### src/rtl/core/pcmdsd_pkg.sv
// Shared types and constants for the PCM to DSD sigma-delta modulator core.
// No dependencies; imported by every module of the core.
package pcmdsd_pkg;

	localparam int SAMPLE_BITS     = 24;
	localparam int INTEGRATOR_BITS = 38;
	localparam int UPSAMPLE_RATIO  = 64;
	localparam int RATIO_LOG2      = $clog2(UPSAMPLE_RATIO);
	localparam int WORD_BITS       = 32;
	localparam int STAGES          = 5;
	localparam int LIMIT_BITS      = 7;
	localparam logic [LIMIT_BITS-1:0] LIMIT_RESET = 7'd100;

	// feedback level codes; the unused code reads as no feedback
	localparam logic [1:0] FB_NONE = 2'd0;
	localparam logic [1:0] FB_POS  = 2'd1;
	localparam logic [1:0] FB_NEG  = 2'd2;

	typedef struct packed {
		logic signed [SAMPLE_BITS-1:0] left_sample;
		logic signed [SAMPLE_BITS-1:0] right_sample;
	} pcm_t;

	typedef struct packed {
		logic [WORD_BITS-1:0] dsd_word;
		logic                 channel;
		logic                 last_word;
	} dsd_t;

	typedef struct packed {
		logic prime;
		logic start;
		logic step;
	} lane_ctl_t;

endpackage

### src/rtl/core/pcmdsd_lane.sv
// One channel lane: linear interpolator and fifth-order modulator loop.
// Depends on pcmdsd_pkg for constants and the lane control struct.
module pcmdsd_lane #(
	parameter int INTEGRATOR_BITS = pcmdsd_pkg::INTEGRATOR_BITS
) (
	input  logic                                       clk,
	input  logic                                       arst_n,
	input  pcmdsd_pkg::lane_ctl_t                      ctl,
	input  logic signed [pcmdsd_pkg::SAMPLE_BITS-1:0]  sample,
	input  logic [pcmdsd_pkg::LIMIT_BITS-1:0]          limit,
	output logic [pcmdsd_pkg::UPSAMPLE_RATIO-1:0]      bits
);
	import pcmdsd_pkg::*;

	localparam int INT_FRAC = INTEGRATOR_BITS - 9;
	localparam int X_FRAC   = SAMPLE_BITS + RATIO_LOG2;
	localparam int SHIFT    = X_FRAC - INT_FRAC;
	localparam int W        = INTEGRATOR_BITS + 4;
	localparam int PW       = SAMPLE_BITS + RATIO_LOG2 + 1;
	localparam int EW       = (PW > W) ? PW : W;

	logic signed [SAMPLE_BITS-1:0]     prev_q;
	logic signed [PW-1:0]              point_q;
	logic signed [SAMPLE_BITS:0]       delta_q;
	logic signed [INTEGRATOR_BITS-1:0] integ_q [STAGES];
	logic [1:0]                        fb_q;
	logic [UPSAMPLE_RATIO-1:0]         bits_q;

	logic signed [EW-1:0]              x_ext;
	logic signed [W-1:0]               x_w;
	logic signed [W-1:0]               lim_w;
	logic signed [W-1:0]               sum_w  [STAGES];
	logic signed [W-1:0]               clamp_w[STAGES];
	logic                              bit_out;

	always_comb begin
		x_ext = EW'(point_q);
		if (SHIFT >= 0) begin
			x_w = W'(x_ext >>> SHIFT);
		end else begin
			x_w = W'(x_ext <<< (-SHIFT));
		end
	end

	always_comb begin
		logic signed [W-1:0] fb_term;
		lim_w = W'(limit) << INT_FRAC;
		for (int i = 0; i < STAGES; i++) begin
			fb_term = '0;
			if (fb_q == FB_POS) begin
				fb_term = W'(1) <<< (INT_FRAC - i);
			end else if (fb_q == FB_NEG) begin
				fb_term = -(W'(1) <<< (INT_FRAC - i));
			end
			if (i == 0) begin
				sum_w[i] = W'(integ_q[i]) + x_w - fb_term;
			end else begin
				sum_w[i] = W'(integ_q[i]) + sum_w[i-1] - fb_term;
			end
			if (sum_w[i] > lim_w) begin
				clamp_w[i] = lim_w;
			end else if (sum_w[i] < -lim_w) begin
				clamp_w[i] = -lim_w;
			end else begin
				clamp_w[i] = sum_w[i];
			end
		end
		bit_out = ~clamp_w[STAGES-1][W-1];
	end

	always_ff @(posedge clk or negedge arst_n) begin
		if (!arst_n) begin
			prev_q <= '0;
			fb_q   <= FB_NONE;
			for (int i = 0; i < STAGES; i++) begin
				integ_q[i] <= '0;
			end
		end else begin
			if (ctl.prime || ctl.start) begin
				prev_q <= sample;
			end
			if (ctl.step) begin
				fb_q <= bit_out ? FB_POS : FB_NEG;
				for (int i = 0; i < STAGES; i++) begin
					integ_q[i] <= INTEGRATOR_BITS'(clamp_w[i]);
				end
			end
		end
	end

	always_ff @(posedge clk) begin
		if (ctl.start) begin
			point_q <= PW'(prev_q) <<< RATIO_LOG2;
			delta_q <= (SAMPLE_BITS+1)'(sample) - (SAMPLE_BITS+1)'(prev_q);
		end else if (ctl.step) begin
			point_q <= point_q + PW'(delta_q);
		end
		if (ctl.step) begin
			bits_q <= {bits_q[UPSAMPLE_RATIO-2:0], bit_out};
		end
	end

	assign bits = bits_q;

endmodule

### src/rtl/core/pcmdsd_merge.sv
// Merging stage: holds both lanes' bits of one frame and emits four words L, R, L, R.
// Depends on pcmdsd_pkg for the result struct and word sizes.
module pcmdsd_merge (
	input  logic                                   clk,
	input  logic                                   arst_n,
	input  logic                                   load,
	input  logic [pcmdsd_pkg::UPSAMPLE_RATIO-1:0]  left_bits,
	input  logic [pcmdsd_pkg::UPSAMPLE_RATIO-1:0]  right_bits,
	output logic                                   free,
	output logic                                   dsd_valid,
	input  logic                                   dsd_stall,
	output pcmdsd_pkg::dsd_t                       dsd
);
	import pcmdsd_pkg::*;

	logic [UPSAMPLE_RATIO-1:0] left_q;
	logic [UPSAMPLE_RATIO-1:0] right_q;
	logic [1:0]                idx_q;
	logic                      full_q;
	logic                      take;

	assign take      = full_q && !dsd_stall;
	assign free      = !full_q;
	assign dsd_valid = full_q;

	always_comb begin
		unique case (idx_q)
			2'd0:    dsd.dsd_word = left_q[UPSAMPLE_RATIO-1 -: WORD_BITS];
			2'd1:    dsd.dsd_word = right_q[UPSAMPLE_RATIO-1 -: WORD_BITS];
			2'd2:    dsd.dsd_word = left_q[WORD_BITS-1:0];
			default: dsd.dsd_word = right_q[WORD_BITS-1:0];
		endcase
		dsd.channel   = idx_q[0];
		dsd.last_word = (idx_q == 2'd3);
	end

	always_ff @(posedge clk or negedge arst_n) begin
		if (!arst_n) begin
			full_q <= 1'b0;
			idx_q  <= '0;
		end else if (load && !full_q) begin
			full_q <= 1'b1;
			idx_q  <= '0;
		end else if (take) begin
			idx_q <= idx_q + 2'd1;
			if (idx_q == 2'd3) begin
				full_q <= 1'b0;
			end
		end
	end

	always_ff @(posedge clk) begin
		if (load && !full_q) begin
			left_q  <= left_bits;
			right_q <= right_bits;
		end
	end

endmodule

### src/rtl/core/pcm_to_dsd_sigma_delta_modulator_core.sv
// PCM frames in, one sequencer driving two parallel modulator lanes and the word merger.
// A frame is accepted when pcm_valid is high and pcm_stall low; the first frame
// after reset only primes the interpolator and yields no words. Every later frame
// runs 64 modulator steps, one per cycle, on both channels at once, so a frame
// occupies the block while it is taken, for its 64 steps and until it is handed over
// to the merger; the hand-over waits while the merger still holds words. The four words
// (L, R, L, R, earliest bit in the MSB) wait in the merger, so a new frame is
// taken while they drain. The user writes integrator_limit through cfg_valid/cfg_data
// only while the block is idle; the block itself does not enforce this.
module pcm_to_dsd_sigma_delta_modulator_core #(
	parameter int INTEGRATOR_BITS = pcmdsd_pkg::INTEGRATOR_BITS
) (
	input  logic                               clk,
	input  logic                               arst_n,
	input  logic                               pcm_valid,
	output logic                               pcm_stall,
	input  pcmdsd_pkg::pcm_t                   pcm,
	output logic                               dsd_valid,
	input  logic                               dsd_stall,
	output pcmdsd_pkg::dsd_t                   dsd,
	input  logic                               cfg_valid,
	output logic                               cfg_ready,
	input  logic [pcmdsd_pkg::LIMIT_BITS-1:0]  cfg_data
);
	import pcmdsd_pkg::*;

	typedef enum logic [1:0] {
		ST_IDLE,
		ST_RUN,
		ST_DONE
	} state_t;

	state_t                    state_q;
	logic                      primed_q;
	logic [RATIO_LOG2-1:0]     step_q;
	logic [LIMIT_BITS-1:0]     limit_q;
	logic                      accept;
	logic                      merge_free;
	lane_ctl_t                 ctl;
	logic [UPSAMPLE_RATIO-1:0] left_bits;
	logic [UPSAMPLE_RATIO-1:0] right_bits;

	assign pcm_stall = (state_q != ST_IDLE);
	assign accept    = pcm_valid && !pcm_stall;
	assign cfg_ready = 1'b1;

	assign ctl = '{
		prime: accept && !primed_q,
		start: accept && primed_q,
		step:  (state_q == ST_RUN)
	};

	always_ff @(posedge clk or negedge arst_n) begin
		if (!arst_n) begin
			state_q  <= ST_IDLE;
			primed_q <= 1'b0;
			step_q   <= '0;
			limit_q  <= LIMIT_RESET;
		end else begin
			if (cfg_valid && cfg_ready) begin
				limit_q <= cfg_data;
			end
			unique case (state_q)
				ST_IDLE: begin
					if (accept) begin
						primed_q <= 1'b1;
						step_q   <= '0;
						if (primed_q) begin
							state_q <= ST_RUN;
						end
					end
				end
				ST_RUN: begin
					step_q <= step_q + 1'b1;
					if (step_q == RATIO_LOG2'(UPSAMPLE_RATIO - 1)) begin
						state_q <= ST_DONE;
					end
				end
				ST_DONE: begin
					if (merge_free) begin
						state_q <= ST_IDLE;
					end
				end
				default: state_q <= ST_IDLE;
			endcase
		end
	end

	pcmdsd_lane #(
		.INTEGRATOR_BITS(INTEGRATOR_BITS)
	) u_lane_left (
		.clk    (clk),
		.arst_n (arst_n),
		.ctl    (ctl),
		.sample (pcm.left_sample),
		.limit  (limit_q),
		.bits   (left_bits)
	);

	pcmdsd_lane #(
		.INTEGRATOR_BITS(INTEGRATOR_BITS)
	) u_lane_right (
		.clk    (clk),
		.arst_n (arst_n),
		.ctl    (ctl),
		.sample (pcm.right_sample),
		.limit  (limit_q),
		.bits   (right_bits)
	);

	pcmdsd_merge u_merge (
		.clk        (clk),
		.arst_n     (arst_n),
		.load       (state_q == ST_DONE),
		.left_bits  (left_bits),
		.right_bits (right_bits),
		.free       (merge_free),
		.dsd_valid  (dsd_valid),
		.dsd_stall  (dsd_stall),
		.dsd        (dsd)
	);

endmodule

### config.mk
export PLATFORM = sky130hd
export DESIGN_NAME = pcm_to_dsd_sigma_delta_modulator_core
export DESIGN_NICKNAME = d
export VERILOG_FILES = /design/src/rtl/core/pcmdsd_pkg.sv /design/src/rtl/core/pcmdsd_lane.sv /design/src/rtl/core/pcmdsd_merge.sv /design/src/rtl/core/pcm_to_dsd_sigma_delta_modulator_core.sv
export SDC_FILE = /design/constraint.sdc
export NUM_CORES = 2
export LEC_CHECK = 0
export BUFFER_PORTS_ARGS = -buffer_cell sky130_fd_sc_hd__clkbuf_2
export CAP_MARGIN = 0
export CORE_UTILIZATION = 30
export DETAILED_ROUTE_END_ITERATION = 12
export RECOVER_POWER = 25
export SYNTH_ARGS = -nofsm -noshare
export SYNTH_HDL_FRONTEND = slang
export SYNTH_SLANG_ARGS = --single-unit
### constraint.sdc
create_clock -name clk -period 12.8 [get_ports clk]
set_input_delay 0 -clock clk [delete_from_list [all_inputs] [get_ports clk]]
set_output_delay 0 -clock clk [all_outputs]
set_load 0.05 [all_outputs]
==> results.cfg <==
[job]
cap_violations = 3

[critical_path]
arrival_ns = 14.40
worstReg2RegEnd = u_lane_right.integ_q[20]
path_max_fanout = 5
start_kind = flip-flop
reg2reg_from = u_lane_right.integ_q[154]
r2r_cells = 74
crit_slowest_cell = fa_1
ff2ff_setup_slack_ns = -0.95
crit_path_max_incr_delay_ns = 0.59
worstSetupEndpointType = flip-flop
critical_path_required_ns = 13.46
crit_top_cell = ha_4
worstSetupPathType = reg -> reg

[drt]
drt_iter0_markers = 3702
finalWirelength_um = 221000
drc_errors = 0
routed_via_density = 5.01
wl_per_cell_um = 17.2
drtPass1Iterations = 6
postRouteAntennaNets = 0
vias = 64400

[global_route]
grt_max_degree = 135
use_met1 = 0.243
grtUsageTotal = 0.182
grt_pass1_wl_um = 346000
globalRouteMet3Util = 0.0275
grt_pass1_vias = 64600
antenna_found_initial = 3
gr-usage-met2 = 0.303
grt_busiest_layer = met2
grt-ovfl-total = 0

[clock_network]
cts-htree-levels = 3
path_clk_slew_ns = 0.06
numCtsBuffers = 99
ctsRootBufferMaster = clkbuf_16
cts_tree = yes
clock_path_buffers = 3
clock_sinks = 819
clk_latency_ns = 0.80

[layout]
areaGrowthSynthToFinish_pct = 35.0
regArea_um2 = 22200
fin_area_um2 = 95100
fin_nets = 10800
fill_cells = 22800
drive_gt1_frac = 0.253
multiInputGateArea_um2 = 45900

[synth]
postSynth.asyncResetShare = 0.551
ys_types = 102
synthFlopType = dfrtp_1
synth.avg_cell_area_um2 = 8.99
syn_nets = 8982
syn_inst = 7830
synth_edf_count = 356
synth_most_common_cell = inv_1
synthesis.area_um2 = 70400
ys_ff_latch = 819
yosys-top-cells-area = ha_1, dfrtp_1, edfxtp_1
synth_common_cells = inv_1, ha_1, nand2_1, a21oi_1, o21ai_0
yosys.area.top_type_share = 0.171
yosys_warnings = 0
yosysTopAreaCell = ha_1
ys_seq_area_frac = 0.316

[min_path]
hp-class = in -> reg
holdPathStages = 4
min_to = u_merge.dsd_valid
min_from = dsd_stall

[floorplanning]
die_y_um = 486
start_util = 0.302
die_w_um = 486
io_pins = 97
core_area_um2 = 233000
rows = 177
dieArea_um2 = 237000

[timing]
fin_crit_ns = 13.75
fin_tns_setup_ns = -70.17
slew_headroom = -4.77
report.final.slew_viol_count = 271
rsz0062_at_grt = yes
fmax_mhz = 72.7
skew_ns = 0.0950
fin_crit_sh = 1.07
setup_viol = 82
max_slew.worst_pin.slew_ns = 8.65
finalHoldViolCount = 0
timing.hold.ws_ns = 0.0748
finalWorstSetupSlack_ns = -0.948

[placed_design]
port_buffers = 95
postPlaceCellArea_um2 = 85800
gp_congestion = 0.921
dp_hpwl_um = 163000

[status]
status = finished, violations left
violations = max-capacitance violations, max-slew violations, negative setup slack
-- placed cells by master, fill, tap and decap left out, drive strengths merged, types with 49 or more instances in the layout --
master / synthesis / layout
xnor2: 279 / 279
nand2: 584 / 584
nand3: 158 / 158
mux2i: 56 / 56
nor2: 406 / 406
dlygate4sd3: 0 / 197
xor2: 173 / 173
a21o: 212 / 212
a22o: 90 / 90
o21ai: 477 / 477
edfxtp: 356 / 356
a21oi: 482 / 482
buf: 27 / 1638
o31ai: 94 / 94
inv: 1132 / 1137
and3: 59 / 59
fa: 128 / 128
ha: 964 / 964
clkbuf: 193 / 230
dfrtp: 448 / 448
o22ai: 154 / 154
nand2b: 107 / 107
a31oi: 64 / 64
o21bai: 61 / 61
nor2b: 98 / 98
a211oi: 65 / 65
nand4: 71 / 71
o21a: 130 / 130
or2: 49 / 49
nor3: 100 / 100
-- cell type report --
cell class / instances / area share
multi-input cells: 5659 / 0.482
flip-flops and latches: 819 / 0.234
repair buffers: 1938 / 0.160
inverters: 1132 / 0.0449
well taps: 3132 / 0.0412
clock buffers: 127 / 0.0277
clock inverters: 61 / 0.0102
diodes: 1 / 0.0000263
-- state kept, by name, indices dropped and copies added (netlist names), 6 cells and up --
| register | flops |
|---|---|
| step_q | 6 |
| u_lane_left.prev_q | 24 |
| u_lane_right.delta_q | 25 |
| limit_q | 7 |
| u_lane_left.bits | 64 |
| u_lane_left.delta_q | 25 |
| u_lane_right.bits | 64 |
| u_lane_right.prev_q | 24 |
| u_lane_right.integ_q | 190 |
| u_lane_right.point_q | 31 |
| u_lane_left.integ_q | 190 |
| u_merge.left_q | 64 |
| u_lane_left.point_q | 31 |
| u_merge.right_q | 64 |
-- worst max-delay path, delay by kind of cell, from the launching register on --
kind            cells  cell delay, ns
buf+inv            13            1.31
compound gates     23            3.96
simple gates       23            4.19
flops               1            0.37
fa+ha+maj          11            3.24
xor+xnor            4            0.51
-- worst max path at each step --
stage                                   start                       end  slack (ns)  depth (start not counted)
finish              u_lane_right.integ_q[154]  u_lane_right.integ_q[20]       -0.95                         74
global route           u_lane_left.point_q[6]       u_lane_left.fb_q[0]       -1.57                         72
CTS                 u_lane_right.integ_q[154]  u_lane_right.integ_q[23]       -1.01                         72
detailed placement     u_lane_left.point_q[3]   u_lane_left.integ_q[19]       -1.69                         72
global placement       u_lane_left.point_q[6]   u_lane_left.integ_q[16]       -1.46                         68
floorplan             u_lane_right.point_q[6]  u_lane_right.integ_q[23]       -0.15                         68
-- routing by layer --
metal / up-vias / wire, um / share of wire
li1: 31500 / - / -
met1: 31200 / 102000 / 0.46
met2: 1434 / 102000 / 0.46
met3: 321 / 10700 / 0.048
met4: 4 / 6330 / 0.029
met5: - / 31 / 0.00014
-- kinds of logic after synthesis --
family / share of synthesized area
muxes: 0.0144
buffers and inverters: 0.0728
and+or+nand+nor: 0.125
xor gates and xnor gates: 0.0577
AOI/OAI and AO/OA: 0.207
adders and majority gates: 0.208
DFF: 0.316
other: 0.0000533
-- timing repair --
action | CTS | global route
hold endpoints to repair | 271 | 0
endpoints found under the setup margin | 149 | 157
pin swaps | 178 | 176
resized for setup | 268 | 249
cloned | 4 | 6
buffers inserted | 77 | 48
hold buffers | 198 | 0
-- through the flow --
step            util  setup WS, ns  cells
6_report       0.408        -0.948  12900
5_1_grt        0.408         -1.57  12900
4_1_cts        0.401         -1.01  12800
3_5_place_dp   0.368         -1.69  12400
3_3_place_gp   0.368         -1.46  12400
2_1_floorplan      -        -0.154   7830
Power is not shown: default switching activity piles up to over one toggle a cycle in this logic, so the estimate is an artifact.
